[src/hw/rtl/tecc_pkg.sv]
// tecc_pkg: shared types, register indexes, tag codes and helper functions
// for the track endpoint containment tagger. No dependencies.
`timescale 1ns / 1ps

package tecc_pkg;

  // field and datapath widths
  localparam int unsigned CoordW   = 24;  // input coordinate, two's complement
  localparam int unsigned CmpW     = 26;  // signed width that holds every bound exactly
  localparam int unsigned CfgIdxW  = 3;
  localparam int unsigned CfgDataW = 23;
  localparam int unsigned LenW     = 23;
  localparam int unsigned HalfHW   = 23;
  localparam int unsigned HalfWW   = 22;
  localparam int unsigned MarginW  = 23;

  // register reset values, 0.1 mm units
  localparam logic [LenW-1:0]    LenZRst    = LenW'(103700);
  localparam logic [HalfHW-1:0]  HalfHYRst  = HalfHW'(11650);
  localparam logic [HalfWW-1:0]  HalfWXRst  = HalfWW'(12800);
  localparam logic [MarginW-1:0] MarginZRst = '0;
  localparam logic [MarginW-1:0] MarginYRst = '0;
  localparam logic [MarginW-1:0] MarginXRst = '0;

  typedef enum logic [CfgIdxW-1:0] {
    REG_BOX_LENGTH_Z      = 3'd0,
    REG_BOX_HALF_HEIGHT_Y = 3'd1,
    REG_BOX_HALF_WIDTH_X  = 3'd2,
    REG_MARGIN_Z          = 3'd3,
    REG_MARGIN_Y          = 3'd4,
    REG_MARGIN_X          = 3'd5
  } cfg_reg_e;

  typedef enum logic [1:0] {
    AXIS_NONE = 2'd0,
    AXIS_Z    = 2'd1,
    AXIS_Y    = 2'd2,
    AXIS_X    = 2'd3
  } axis_e;

  typedef enum logic [3:0] {
    TAG_NONE           = 4'd0,
    TAG_Z              = 4'd1,
    TAG_Y              = 4'd2,
    TAG_X              = 4'd3,
    TAG_ZZ             = 4'd4,
    TAG_YZ             = 4'd5,
    TAG_XZ             = 4'd6,
    TAG_YY             = 4'd7,
    TAG_XY             = 4'd8,
    TAG_XX             = 4'd9,
    TAG_DRIFT_PARTIAL  = 4'd10,
    TAG_DRIFT_COMPLETE = 4'd11
  } tag_e;

  typedef logic signed [CoordW-1:0] coord_t;
  typedef logic signed [CmpW-1:0]   cmp_t;

  // shrunk box bounds, all at comparison width
  typedef struct packed {
    cmp_t z_lo;   // margin_z
    cmp_t z_hi;   // length - margin_z
    cmp_t y_lo;   // margin_y - half height
    cmp_t y_hi;   // half height - margin_y
    cmp_t x_lo;   // margin_x
    cmp_t x_hi;   // 2*half width - margin_x
    cmp_t x_top;  // 2*half width, end of drift range
  } bounds_t;

  // raw comparison flags of one point
  typedef struct packed {
    logic z_lo;     // z < margin_z
    logic z_hi;     // z > length - margin_z
    logic y_lo;     // y below lower y bound
    logic y_hi;     // y above upper y bound
    logic x_pos;    // x > 0
    logic x_ltm;    // x < margin_x
    logic x_lttop;  // x < 2w
    logic x_gthi;   // x > 2w - margin_x
    logic x_neg;    // x < 0
    logic x_gttop;  // x > 2w
  } pt_cmp_t;

  // per point summary
  typedef struct packed {
    axis_e fail;
    logic  in_box;
    logic  drift_out;
  } pt_res_t;

  function automatic bounds_t make_bounds(
    input logic [LenW-1:0]    len,
    input logic [HalfHW-1:0]  hh,
    input logic [HalfWW-1:0]  hw,
    input logic [MarginW-1:0] mz,
    input logic [MarginW-1:0] my,
    input logic [MarginW-1:0] mx
  );
    bounds_t b;
    cmp_t    len_e, hh_e, w2_e, mz_e, my_e, mx_e;
    len_e = {{(CmpW-LenW){1'b0}}, len};
    hh_e  = {{(CmpW-HalfHW){1'b0}}, hh};
    w2_e  = {{(CmpW-HalfWW-1){1'b0}}, hw, 1'b0};
    mz_e  = {{(CmpW-MarginW){1'b0}}, mz};
    my_e  = {{(CmpW-MarginW){1'b0}}, my};
    mx_e  = {{(CmpW-MarginW){1'b0}}, mx};
    b.z_lo  = mz_e;
    b.z_hi  = len_e - mz_e;
    b.y_lo  = my_e - hh_e;
    b.y_hi  = hh_e - my_e;
    b.x_lo  = mx_e;
    b.x_hi  = w2_e - mx_e;
    b.x_top = w2_e;
    return b;
  endfunction

  // first failing axis (z, then y, then x), containment and drift flag
  function automatic pt_res_t encode_point(input pt_cmp_t c);
    pt_res_t r;
    logic    zf, yf, xf;
    zf = c.z_lo | c.z_hi;
    yf = c.y_lo | c.y_hi;
    xf = (c.x_pos & c.x_ltm) | (c.x_lttop & c.x_gthi);
    priority if (zf) begin
      r.fail = AXIS_Z;
    end else if (yf) begin
      r.fail = AXIS_Y;
    end else if (xf) begin
      r.fail = AXIS_X;
    end else begin
      r.fail = AXIS_NONE;
    end
    r.in_box    = ~zf & ~yf & ~c.x_ltm & ~c.x_gthi;
    r.drift_out = c.x_neg | c.x_gttop;
    return r;
  endfunction

  // combine the start point's failing axis with the end point's failing axis
  function automatic tag_e pair_tag(input axis_e s, input axis_e e);
    tag_e t;
    t = TAG_NONE;
    unique case (e)
      AXIS_NONE: begin
        unique case (s)
          AXIS_NONE: t = TAG_NONE;
          AXIS_Z:    t = TAG_Z;
          AXIS_Y:    t = TAG_Y;
          AXIS_X:    t = TAG_X;
        endcase
      end
      AXIS_Z: begin
        unique case (s)
          AXIS_NONE: t = TAG_Z;
          AXIS_Z:    t = TAG_ZZ;
          AXIS_Y:    t = TAG_YZ;
          AXIS_X:    t = TAG_XZ;
        endcase
      end
      AXIS_Y: begin
        unique case (s)
          AXIS_NONE: t = TAG_Y;
          AXIS_Z:    t = TAG_YZ;
          AXIS_Y:    t = TAG_YY;
          AXIS_X:    t = TAG_XY;
        endcase
      end
      AXIS_X: begin
        unique case (s)
          AXIS_NONE: t = TAG_X;
          AXIS_Z:    t = TAG_XZ;
          AXIS_Y:    t = TAG_XY;
          AXIS_X:    t = TAG_XX;
        endcase
      end
    endcase
    return t;
  endfunction

endpackage

[src/hw/rtl/tecc_cfg.sv]
// tecc_cfg: configuration register file and registered shrunk box bounds.
// Depends on tecc_pkg.
`timescale 1ns / 1ps

module tecc_cfg (
  input  logic                            clk_i,
  input  logic                            rst_ni,
  input  logic                            cfg_we_i,
  input  logic [tecc_pkg::CfgIdxW-1:0]    cfg_addr_i,
  input  logic [tecc_pkg::CfgDataW-1:0]   cfg_wdata_i,
  output tecc_pkg::bounds_t               bounds_o
);
  import tecc_pkg::*;

  localparam bounds_t BoundsRst = make_bounds(LenZRst, HalfHYRst, HalfWXRst,
                                              MarginZRst, MarginYRst, MarginXRst);

  logic [LenW-1:0]    len_q;
  logic [HalfHW-1:0]  hh_q;
  logic [HalfWW-1:0]  hw_q;
  logic [MarginW-1:0] mz_q, my_q, mx_q;
  bounds_t            bounds_d, bounds_q;

  // register writes, indexes beyond the list are dropped
  always_ff @(posedge clk_i or negedge rst_ni) begin
    if (!rst_ni) begin
      len_q <= LenZRst;
      hh_q  <= HalfHYRst;
      hw_q  <= HalfWXRst;
      mz_q  <= MarginZRst;
      my_q  <= MarginYRst;
      mx_q  <= MarginXRst;
    end else if (cfg_we_i) begin
      unique case (cfg_addr_i)
        REG_BOX_LENGTH_Z:      len_q <= cfg_wdata_i[LenW-1:0];
        REG_BOX_HALF_HEIGHT_Y: hh_q  <= cfg_wdata_i[HalfHW-1:0];
        REG_BOX_HALF_WIDTH_X:  hw_q  <= cfg_wdata_i[HalfWW-1:0];
        REG_MARGIN_Z:          mz_q  <= cfg_wdata_i[MarginW-1:0];
        REG_MARGIN_Y:          my_q  <= cfg_wdata_i[MarginW-1:0];
        REG_MARGIN_X:          mx_q  <= cfg_wdata_i[MarginW-1:0];
        default: ;
      endcase
    end
  end

  // bounds are subtracted once and held, off the compare path
  assign bounds_d = make_bounds(len_q, hh_q, hw_q, mz_q, my_q, mx_q);

  always_ff @(posedge clk_i or negedge rst_ni) begin
    if (!rst_ni) begin
      bounds_q <= BoundsRst;
    end else begin
      bounds_q <= bounds_d;
    end
  end

  assign bounds_o = bounds_q;

endmodule

[src/hw/rtl/tecc_point.sv]
// tecc_point: compares one point against the shrunk box bounds.
// Depends on tecc_pkg.
`timescale 1ns / 1ps

module tecc_point (
  input  tecc_pkg::coord_t   x_i,
  input  tecc_pkg::coord_t   y_i,
  input  tecc_pkg::coord_t   z_i,
  input  tecc_pkg::bounds_t  bounds_i,
  output tecc_pkg::pt_cmp_t  cmp_o
);
  import tecc_pkg::*;

  cmp_t x_e, y_e, z_e;

  // sign extend to the bound width
  assign x_e = {{(CmpW-CoordW){x_i[CoordW-1]}}, x_i};
  assign y_e = {{(CmpW-CoordW){y_i[CoordW-1]}}, y_i};
  assign z_e = {{(CmpW-CoordW){z_i[CoordW-1]}}, z_i};

  // face compares
  always_comb begin
    cmp_o.z_lo    = $signed(z_e) < $signed(bounds_i.z_lo);
    cmp_o.z_hi    = $signed(z_e) > $signed(bounds_i.z_hi);
    cmp_o.y_lo    = $signed(y_e) < $signed(bounds_i.y_lo);
    cmp_o.y_hi    = $signed(y_e) > $signed(bounds_i.y_hi);
    cmp_o.x_pos   = ~x_i[CoordW-1] & (|x_i);
    cmp_o.x_ltm   = $signed(x_e) < $signed(bounds_i.x_lo);
    cmp_o.x_lttop = $signed(x_e) < $signed(bounds_i.x_top);
    cmp_o.x_gthi  = $signed(x_e) > $signed(bounds_i.x_hi);
    cmp_o.x_neg   = x_i[CoordW-1];
    cmp_o.x_gttop = $signed(x_e) > $signed(bounds_i.x_top);
  end

endmodule

[src/hw/rtl/track_endpoint_containment_tagger.sv]
// Track endpoint containment tagger, four register stages:
// input capture, face compares, per point encode, tag combine.
// Throughput: one track per cycle; busy_o stays low, the receiver cannot stall.
// Reset: asynchronous, active low; clears the valid bits and loads the
// register reset values.
`timescale 1ns / 1ps

module track_endpoint_containment_tagger (
  input  logic                           clk_i,
  input  logic                           rst_ni,
  input  logic                           start_i,
  output logic                           busy_o,
  input  tecc_pkg::coord_t               start_x_i,
  input  tecc_pkg::coord_t               start_y_i,
  input  tecc_pkg::coord_t               start_z_i,
  input  tecc_pkg::coord_t               end_x_i,
  input  tecc_pkg::coord_t               end_y_i,
  input  tecc_pkg::coord_t               end_z_i,
  input  logic                           cfg_we_i,
  input  logic [tecc_pkg::CfgIdxW-1:0]   cfg_addr_i,
  input  logic [tecc_pkg::CfgDataW-1:0]  cfg_wdata_i,
  output logic                           done_o,
  output logic                           contained_o,
  output logic [3:0]                     tag_code_o
);
  import tecc_pkg::*;

  bounds_t bounds;
  logic    take;

  logic    v0_q, v1_q, v2_q, done_q;
  coord_t  sx_q, sy_q, sz_q, ex_q, ey_q, ez_q;
  pt_cmp_t scmp, ecmp, scmp_q, ecmp_q;
  pt_res_t sres_d, eres_d, sres_q, eres_q;
  logic    contained_d, contained_q;
  tag_e    tag_d, tag_q;

  assign busy_o = 1'b0;
  assign take   = start_i & ~busy_o;

  tecc_cfg u_cfg (
    .clk_i,
    .rst_ni,
    .cfg_we_i,
    .cfg_addr_i,
    .cfg_wdata_i,
    .bounds_o (bounds)
  );

  // valid bits
  always_ff @(posedge clk_i or negedge rst_ni) begin
    if (!rst_ni) begin
      v0_q   <= 1'b0;
      v1_q   <= 1'b0;
      v2_q   <= 1'b0;
      done_q <= 1'b0;
    end else begin
      v0_q   <= take;
      v1_q   <= v0_q;
      v2_q   <= v1_q;
      done_q <= v2_q;
    end
  end

  // stage 0: capture the input word
  always_ff @(posedge clk_i) begin
    if (take) begin
      sx_q <= start_x_i;
      sy_q <= start_y_i;
      sz_q <= start_z_i;
      ex_q <= end_x_i;
      ey_q <= end_y_i;
      ez_q <= end_z_i;
    end
  end

  // stage 1: face compares for both points
  tecc_point u_start (
    .x_i      (sx_q),
    .y_i      (sy_q),
    .z_i      (sz_q),
    .bounds_i (bounds),
    .cmp_o    (scmp)
  );

  tecc_point u_end (
    .x_i      (ex_q),
    .y_i      (ey_q),
    .z_i      (ez_q),
    .bounds_i (bounds),
    .cmp_o    (ecmp)
  );

  always_ff @(posedge clk_i) begin
    if (v0_q) begin
      scmp_q <= scmp;
      ecmp_q <= ecmp;
    end
  end

  // stage 2: first failing axis and containment per point
  assign sres_d = encode_point(scmp_q);
  assign eres_d = encode_point(ecmp_q);

  always_ff @(posedge clk_i) begin
    if (v1_q) begin
      sres_q <= sres_d;
      eres_q <= eres_d;
    end
  end

  // stage 3: pair code, then the drift range override
  always_comb begin
    tag_d = pair_tag(sres_q.fail, eres_q.fail);
    if (sres_q.drift_out) begin
      tag_d = TAG_DRIFT_PARTIAL;
    end
    if (eres_q.drift_out) begin
      tag_d = (tag_d == TAG_DRIFT_PARTIAL) ? TAG_DRIFT_COMPLETE : TAG_DRIFT_PARTIAL;
    end
    contained_d = sres_q.in_box & eres_q.in_box;
  end

  always_ff @(posedge clk_i) begin
    if (v2_q) begin
      tag_q       <= tag_d;
      contained_q <= contained_d;
    end
  end

  assign done_o      = done_q;
  assign contained_o = contained_q;
  assign tag_code_o  = tag_q;

  // every accepted word comes out with a done_o strobe
  a_latency_fwd: assert property (@(posedge clk_i) disable iff (!rst_ni)
    take |-> ##4 done_o)
    else $error("accepted word produced no result");

  // no result without a matching accepted word
  a_latency_bwd: assert property (@(posedge clk_i) disable iff (!rst_ni)
    done_o |-> $past(take, 4))
    else $error("result without accepted word");

  // a contained track carries no face or drift tag
  a_contained_clean: assert property (@(posedge clk_i) disable iff (!rst_ni)
    (done_o && contained_o) |-> (tag_code_o == TAG_NONE))
    else $error("contained track with nonzero tag");

  // tag code stays within the defined codes
  a_tag_range: assert property (@(posedge clk_i) disable iff (!rst_ni)
    done_o |-> (tag_code_o <= TAG_DRIFT_COMPLETE))
    else $error("tag code out of range");

endmodule
[config.mk]
export PLATFORM = sky130hd
export DESIGN_NAME = track_endpoint_containment_tagger
export DESIGN_NICKNAME = d
export VERILOG_FILES = /design/src/hw/rtl/tecc_pkg.sv /design/src/hw/rtl/tecc_cfg.sv /design/src/hw/rtl/tecc_point.sv /design/src/hw/rtl/track_endpoint_containment_tagger.sv
export SDC_FILE = /design/constraint.sdc
export NUM_CORES = 1
export LEC_CHECK = 0
export BUFFER_PORTS_ARGS = -buffer_cell sky130_fd_sc_hd__buf_2
export CAP_MARGIN = 15
export CORE_MARGIN = 2
export CORE_UTILIZATION = 56
export CTS_CLUSTER_SIZE = 14
export DETAILED_ROUTE_END_ITERATION = 12
export PLACE_DENSITY_LB_ADDON = 0.3
export SLEW_MARGIN = 20
export SYNTH_ARGS = -nofsm -noshare
export SYNTH_HDL_FRONTEND = slang
export SYNTH_SLANG_ARGS = --single-unit
[constraint.sdc]
create_clock -name clk_i -period 2.5 [get_ports clk_i]
set_input_delay 0.375 -clock clk_i [delete_from_list [all_inputs] [get_ports clk_i]]
set_output_delay 0.375 -clock clk_i [all_outputs]
set_load 0.02 [all_outputs]
## Word level (Yosys, flattened, before mapping)

Cells that the tools add are included.

| word-level totals | value |
|---|---|
| flip-flop bits (word level) | 490 |
| bits of input ports | 174 |
| output and inout bits | 7 |
| word-level logic and storage cells | 137 |

| cells by class | value |
|---|---|
| add/subtract/negate cells | 4 |
| order comparisons | 16 |
| eq/ne operators | 12 |
| mux-type cells | 12 |
| bitwise operators | 31 |
| reductions and logical operators | 11 |

Operators by type and width:

| operator | number |
|---|---|
| greater-than comparator 24 x 26 -> 1 bit | 6 |
| less-than comparator 24 bit | 6 |
| subtractor 23 x 23 -> 24 bit | 4 |
| one-hot mux 4 bit (4 select lines) | 5 |
| less-than comparator 24 x 26 -> 1 bit | 2 |
| greater-than comparator 24 bit | 2 |
| OR reduction 24 bit | 2 |
| bitwise AND 1 bit | 13 |
| AND reduction 2 bit | 6 |
| NOT 1 bit | 10 |
| equality test 2 bit, second input constant | 4 |
| 2-to-1 mux 2 bit | 4 |
| 2-to-1 mux 4 bit | 2 |
| bitwise OR 1 bit | 8 |
| equality test 3 x 2 -> 1 bit, second input constant | 2 |
| equality test 3 bit, second input constant | 2 |
| equality test 2 x 1 -> 1 bit, second input constant | 2 |
| equality test 4 bit, second input constant | 1 |
| zero test 2 bit | 2 |
| equality test 3 x 1 -> 1 bit, second input constant | 1 |
| zero test 3 bit | 1 |
| 2-to-1 mux 1 bit | 1 |

## Depth between registers and ports, before layout

| depth | value |
|---|---|
| depth after elaboration | 7 |
| mapped depth | 10 |
| gate-level depth less buffers | 10 |

## Modules after synthesis

Synthesis repeated with hierarchy kept, for this count alone.

| second synthesis, totals | value |
|---|---|
| cell total of the unflattened synthesis | 2,770 |
| area, all modules | 28,991.6 µm² |

Modules (own cells, without submodules):

| module | instances | cells an instance | area an instance (µm²) | seq. area each (µm²) |
|---|---|---|---|---|
| tecc_cfg | 1 | 1,251 | 14,079.8 | 7,548.5 |
| tecc_point | 2 | 641 | 4,568.1 | 0.0 |
| track_endpoint_containment_tagger | 1 | 237 | 5,775.5 | 5,415.2 |

## Worst setup path before layout

Ideal clock, no wire load.

| timing | value |
|---|---|
| kind | flip-flop to flip-flop |
| start point | register u_cfg.hh_q[11] |
| end point | register u_cfg.bounds_q (netlist bit u_cfg.bounds_o[98]) |
| library setup time | 0.134 ns |
| arrival | 2.191 ns |
| required time | 2.366 ns |
| slack | 0.175 ns |
| stages on the path, launching flop included | 9 |
| path buffers | 0 |
| clock period less this slack | 2.325 ns |
| cell sequence | dfstp_2 ha_1 a21o_1 a21o_1 a2111oi_2 nor3_1 a221o_1 a31oi_1 xnor2_1 |

RTL lines:

| what | line | source |
|---|---|---|
| start: declaration | tecc_cfg.sv:19 | `logic [HalfHW-1:0] hh_q;` |
| start signal: assignment | tecc_cfg.sv:28 | `hh_q <= HalfHYRst;` |
| start signal: assignment | tecc_cfg.sv:36 | `REG_BOX_HALF_HEIGHT_Y: hh_q <= cfg_wdata_i[HalfHW-1:0];` |
| end signal: assignment | tecc_cfg.sv:51 | `bounds_q <= BoundsRst;` |
| end signal: assignment | tecc_cfg.sv:53 | `bounds_q <= bounds_d;` |
| end: declaration | tecc_cfg.sv:22 | `bounds_t bounds_d, bounds_q;` |

==> impl_summary.log <==
[metrics] status: completed
[metrics] clock latency of the later-clocked register in the worst-skew pair: approximately 0.6 ns
[metrics] wire length per cell: between 20 and 25 um
[metrics] I/O pin cnt: around 180
[metrics] area after detailed placement: roughly 30000 um2
[metrics] proportion of netlist area held by the largest area contributor: 0.229
[metrics] worst r2r src: u_cfg.bounds_o[91]
[metrics] first-pass GRT wire length: about 110000 um
[metrics] count of warnings emitted by yosys: 0
[metrics] class of the most critical setup path: reg -> reg
[metrics] worst-case vdd ir drop: around 650 uV
[metrics] half-perimeter wire length after placement: between 50000 and 60000 um
[metrics] maximum number of pins on one net before global-route repair: 70
[metrics] relative max-transition margin: 0.526
[metrics] Min Hold Slack: between 0.03 and 0.04 ns
[metrics] placed cell count: around 3300
[metrics] initial antenna violation count: 4
[metrics] Final #Nets: roughly 3500
[metrics] Routability Congestion: roughly 0.93
[metrics] Slew Viols, Final: 0
[metrics] proportion of register bits with asynchronous set or reset after synthesis: 0.631
[metrics] Hold Crit Depth: 1
[metrics] post-synthesis cell count: 2444
[metrics] area growth from synthesis to layout: 23.1%
[metrics] Inserted Clock Buffers: 51
[metrics] final critical path time including I/O delays and setup: between 2 and 2.5 ns
[metrics] sink count of the clock tree: 480
[metrics] area of the mapped netlist: about 27000 um2
[metrics] prevailing post-synth register cell: dfrtp_1
[metrics] arrival time at the worst endpoint: roughly 2.8 ns
[metrics] final standard cell area without fillers: around 34000 um2
[metrics] Via Count: just over 20000
[metrics] max-cap viol count: 0
[metrics] gr usage total: 0.285
[metrics] mean instance size in the synthesized netlist: between 10 and 15 um2
[metrics] endpoint type of the worst setup path: flop
[metrics] synthesized flop and latch total: 480
[metrics] antenna violation net count after detailed routing: 0
[metrics] ratio of cells with drive above 1 in the final layout: 0.212
[metrics] final cell count without fillers: 3566
[metrics] Initial DRC Count: about 1300
[metrics] synth unique cells: 75
[metrics] Area contributors post-synth: dfrtp_1, edfxtp_1, ha_1, dfstp_2, inv_1
[metrics] post-route fraction of the period consumed by the critical path: 0.992
[metrics] count of input and output buffers: about 180
[metrics] Power Density: between 900 and 1000 nW/um2
[metrics] count of filler cells inserted in the layout: between 3000 and 4000
[metrics] number of placement rows: 80
[metrics] clock transition at the register clock pins on the worst setup and hold paths after CTS: roughly 0.07 ns
[metrics] Final Setup Violations: 0
[metrics] RSZ-0062 raised after global routing: true
[metrics] die extent in x: roughly 220 um
[metrics] area of the die: ~50000 um2
[metrics] Syn Nets: just over 3000
[metrics] Final Hold Vio Count: 0
[metrics] transition time at the pin with the least slew margin: about 0.7 ns
[metrics] Pre-Repair DR Iteration Count: 5
[metrics] sequential-to-total area share from yosys stat: 0.475
[metrics] post-route clock skew: about 0.009 ns
[metrics] DRC Markers: 0
[metrics] CP startpoint kind: flop
[metrics] Post-synth EDFFs: roughly 180
[metrics] cell chosen for the clock root: clkbuf_16
[metrics] reg-to-reg slack, setup: 0.02 ns
[metrics] required time at the endpoint of the critical path: ~2.8 ns
[metrics] initial standard-cell utilization of the core: 0.569
[metrics] core area: between 40000 and 50000 um2
[metrics] path type of the worst min-delay path: in -> reg
[metrics] CTS tree: yes
[metrics] wire length reported by the detailed router: around 70000 um
[metrics] most area-hungry cell type in the Yosys netlist: dfrtp_1
[metrics] vias in the first global route: approximately 21000
[metrics] DIE HEIGHT: approximately 220 um
[metrics] Fmax achieved: between 400 and 500 MHz
[metrics] leakage dissipation: 16.1 nW
[metrics] buffer levels on the longest clock path: 3
[metrics] RR Endpoint: scmp_q[6]
[metrics] H-Tree Depth: 2
[metrics] critical path fanouts, max: 3
[metrics] beginning of the worst hold path: end_x_i[8]
[metrics] worst reg2reg path depth: 7
[metrics] Min-Delay Endpoint: ex_q[8]
[metrics] Vias/cell: between 5 and 6
[metrics] leading cell types by count after synthesis: ha_1, inv_1, dfrtp_1, edfxtp_1, a21oi_1
[metrics] total overflow reported by the global router: 0
[metrics] most instantiated library cell after synthesis: ha_1
==> sequential cells by signal (all words and copies together) (netlist names), 22 cells and up <==
signal	cells
ex_q	24
ey_q	24
ez_q	24
sx_q	24
sy_q	24
sz_q	24
u_cfg.bounds_o	162
u_cfg.hh_q	23
u_cfg.hw_q	22
u_cfg.len_q	23
u_cfg.mx_q	23
u_cfg.my_q	23
u_cfg.mz_q	23
==> cell families after synthesis <==
| kind of cell | share of synthesized area |
|---|---|
| compound gates | 0.141 |
| other cells | 0.000137 |
| simple gates | 0.0813 |
| mux | 0.0367 |
| xor+xnor | 0.0228 |
| flops | 0.475 |
| buf+inv | 0.0479 |
| fa+ha+maj | 0.195 |
==> critical path, stage by stage (launching register included) <==
cell	delay (ns)
dfstp_2	0.52
inv_2	0.05
ha_4	0.26
nand4_1	0.14
or4_4	0.59
o41ai_2	0.42
a21oi_2	0.05
o21bai_4	0.19
==> worst max-delay path by stage <==
stage,from,to,slack [ns],depth (start not counted)
floorplan,u_cfg.hh_q[11],u_cfg.bounds_o[98],0.17,8
global placement,u_cfg.my_q[2],u_cfg.bounds_o[124],-0.03,11
detailed placement,u_cfg.hh_q[1],u_cfg.bounds_o[95],-0.13,8
CTS,u_cfg.bounds_o[89],scmp_q[6],0.006,9
global route,u_cfg.mx_q[4],u_cfg.bounds_o[43],-0.09,9
finish,u_cfg.bounds_o[91],scmp_q[6],0.02,7
==> final cells by class <==
class                           instances  area, um2  area share
Antenna cell                            1       2.50   0.0000746
Clock buffer                           75       1620      0.0482
Clock inverter                         20        221     0.00660
Inverter                              295       1110      0.0330
Multi-Input combinational cell       1619      13400       0.399
Sequential cell                       480      13000       0.386
Tap cell                              615        769      0.0229
Timing Repair Buffer                  461       3480       0.104
==> power breakdown <==
group	internal, W	total, W	switching [W]
Combinational	0.00630	0.0140	0.00774
Sequential	0.0104	0.0114	0.000998
Clock	0.00491	0.00815	0.00324
==> layout by cell type (no fill, tap or decap), types with 20 or more instances in the layout <==
master | netlist | final
buf_4 | 1 | 131
nor2_1 | 96 | 94
o21ai_0 | 121 | 114
nand2b_1 | 22 | 22
a21o_1 | 142 | 142
nor2b_1 | 33 | 32
edfxtp_1 | 177 | 177
dfstp_2 | 53 | 53
nand4_1 | 57 | 57
buf_2 | 7 | 177
nand3_1 | 25 | 25
xnor2_1 | 53 | 53
ha_1 | 418 | 412
clkbuf_16 | 0 | 57
dfrtp_1 | 250 | 250
a21oi_1 | 152 | 146
inv_1 | 295 | 290
o21a_1 | 20 | 20
mux2_2 | 89 | 89
nand2_1 | 123 | 123
dlygate4sd3_1 | 0 | 144
==> through the flow <==
stage	setup WS (ns)	utilization	TNS [ns]	total power [W]
detailed placement	-0.133	0.622	-0.485	0.0244
global placement	-0.0275	0.622	-0.0717	0.0239
floorplan	0.175	-	0	0.0200
CTS	0.00611	0.691	0	0.0329
finish	0.0190	0.700	0	0.0335
global route	-0.0927	0.700	-0.344	0.0357
==> routing by layer <==
metal / track usage / vias up / wire [um]
li1: - / 9714 / -
met1: 0.378 / 9749 / 31400
met2: 0.464 / 552 / 33500
met3: 0.0397 / 177 / 3410
met4: 0.137 / 2 / 3490
met5: 0 / - / 15
==> timing repair <==
| action | CTS | global route |
|---|---|---|
| buffers inserted | 0 | 10 |
| resized for setup | 10 | 69 |
| setup endpoints to repair | 10 | 38 |
| pin swaps | 1 | 30 |
| hold endpoints to repair | 201 | 0 |
| hold buffers | 144 | 0 |
Note: power is estimated with default switching activity, not from simulation.
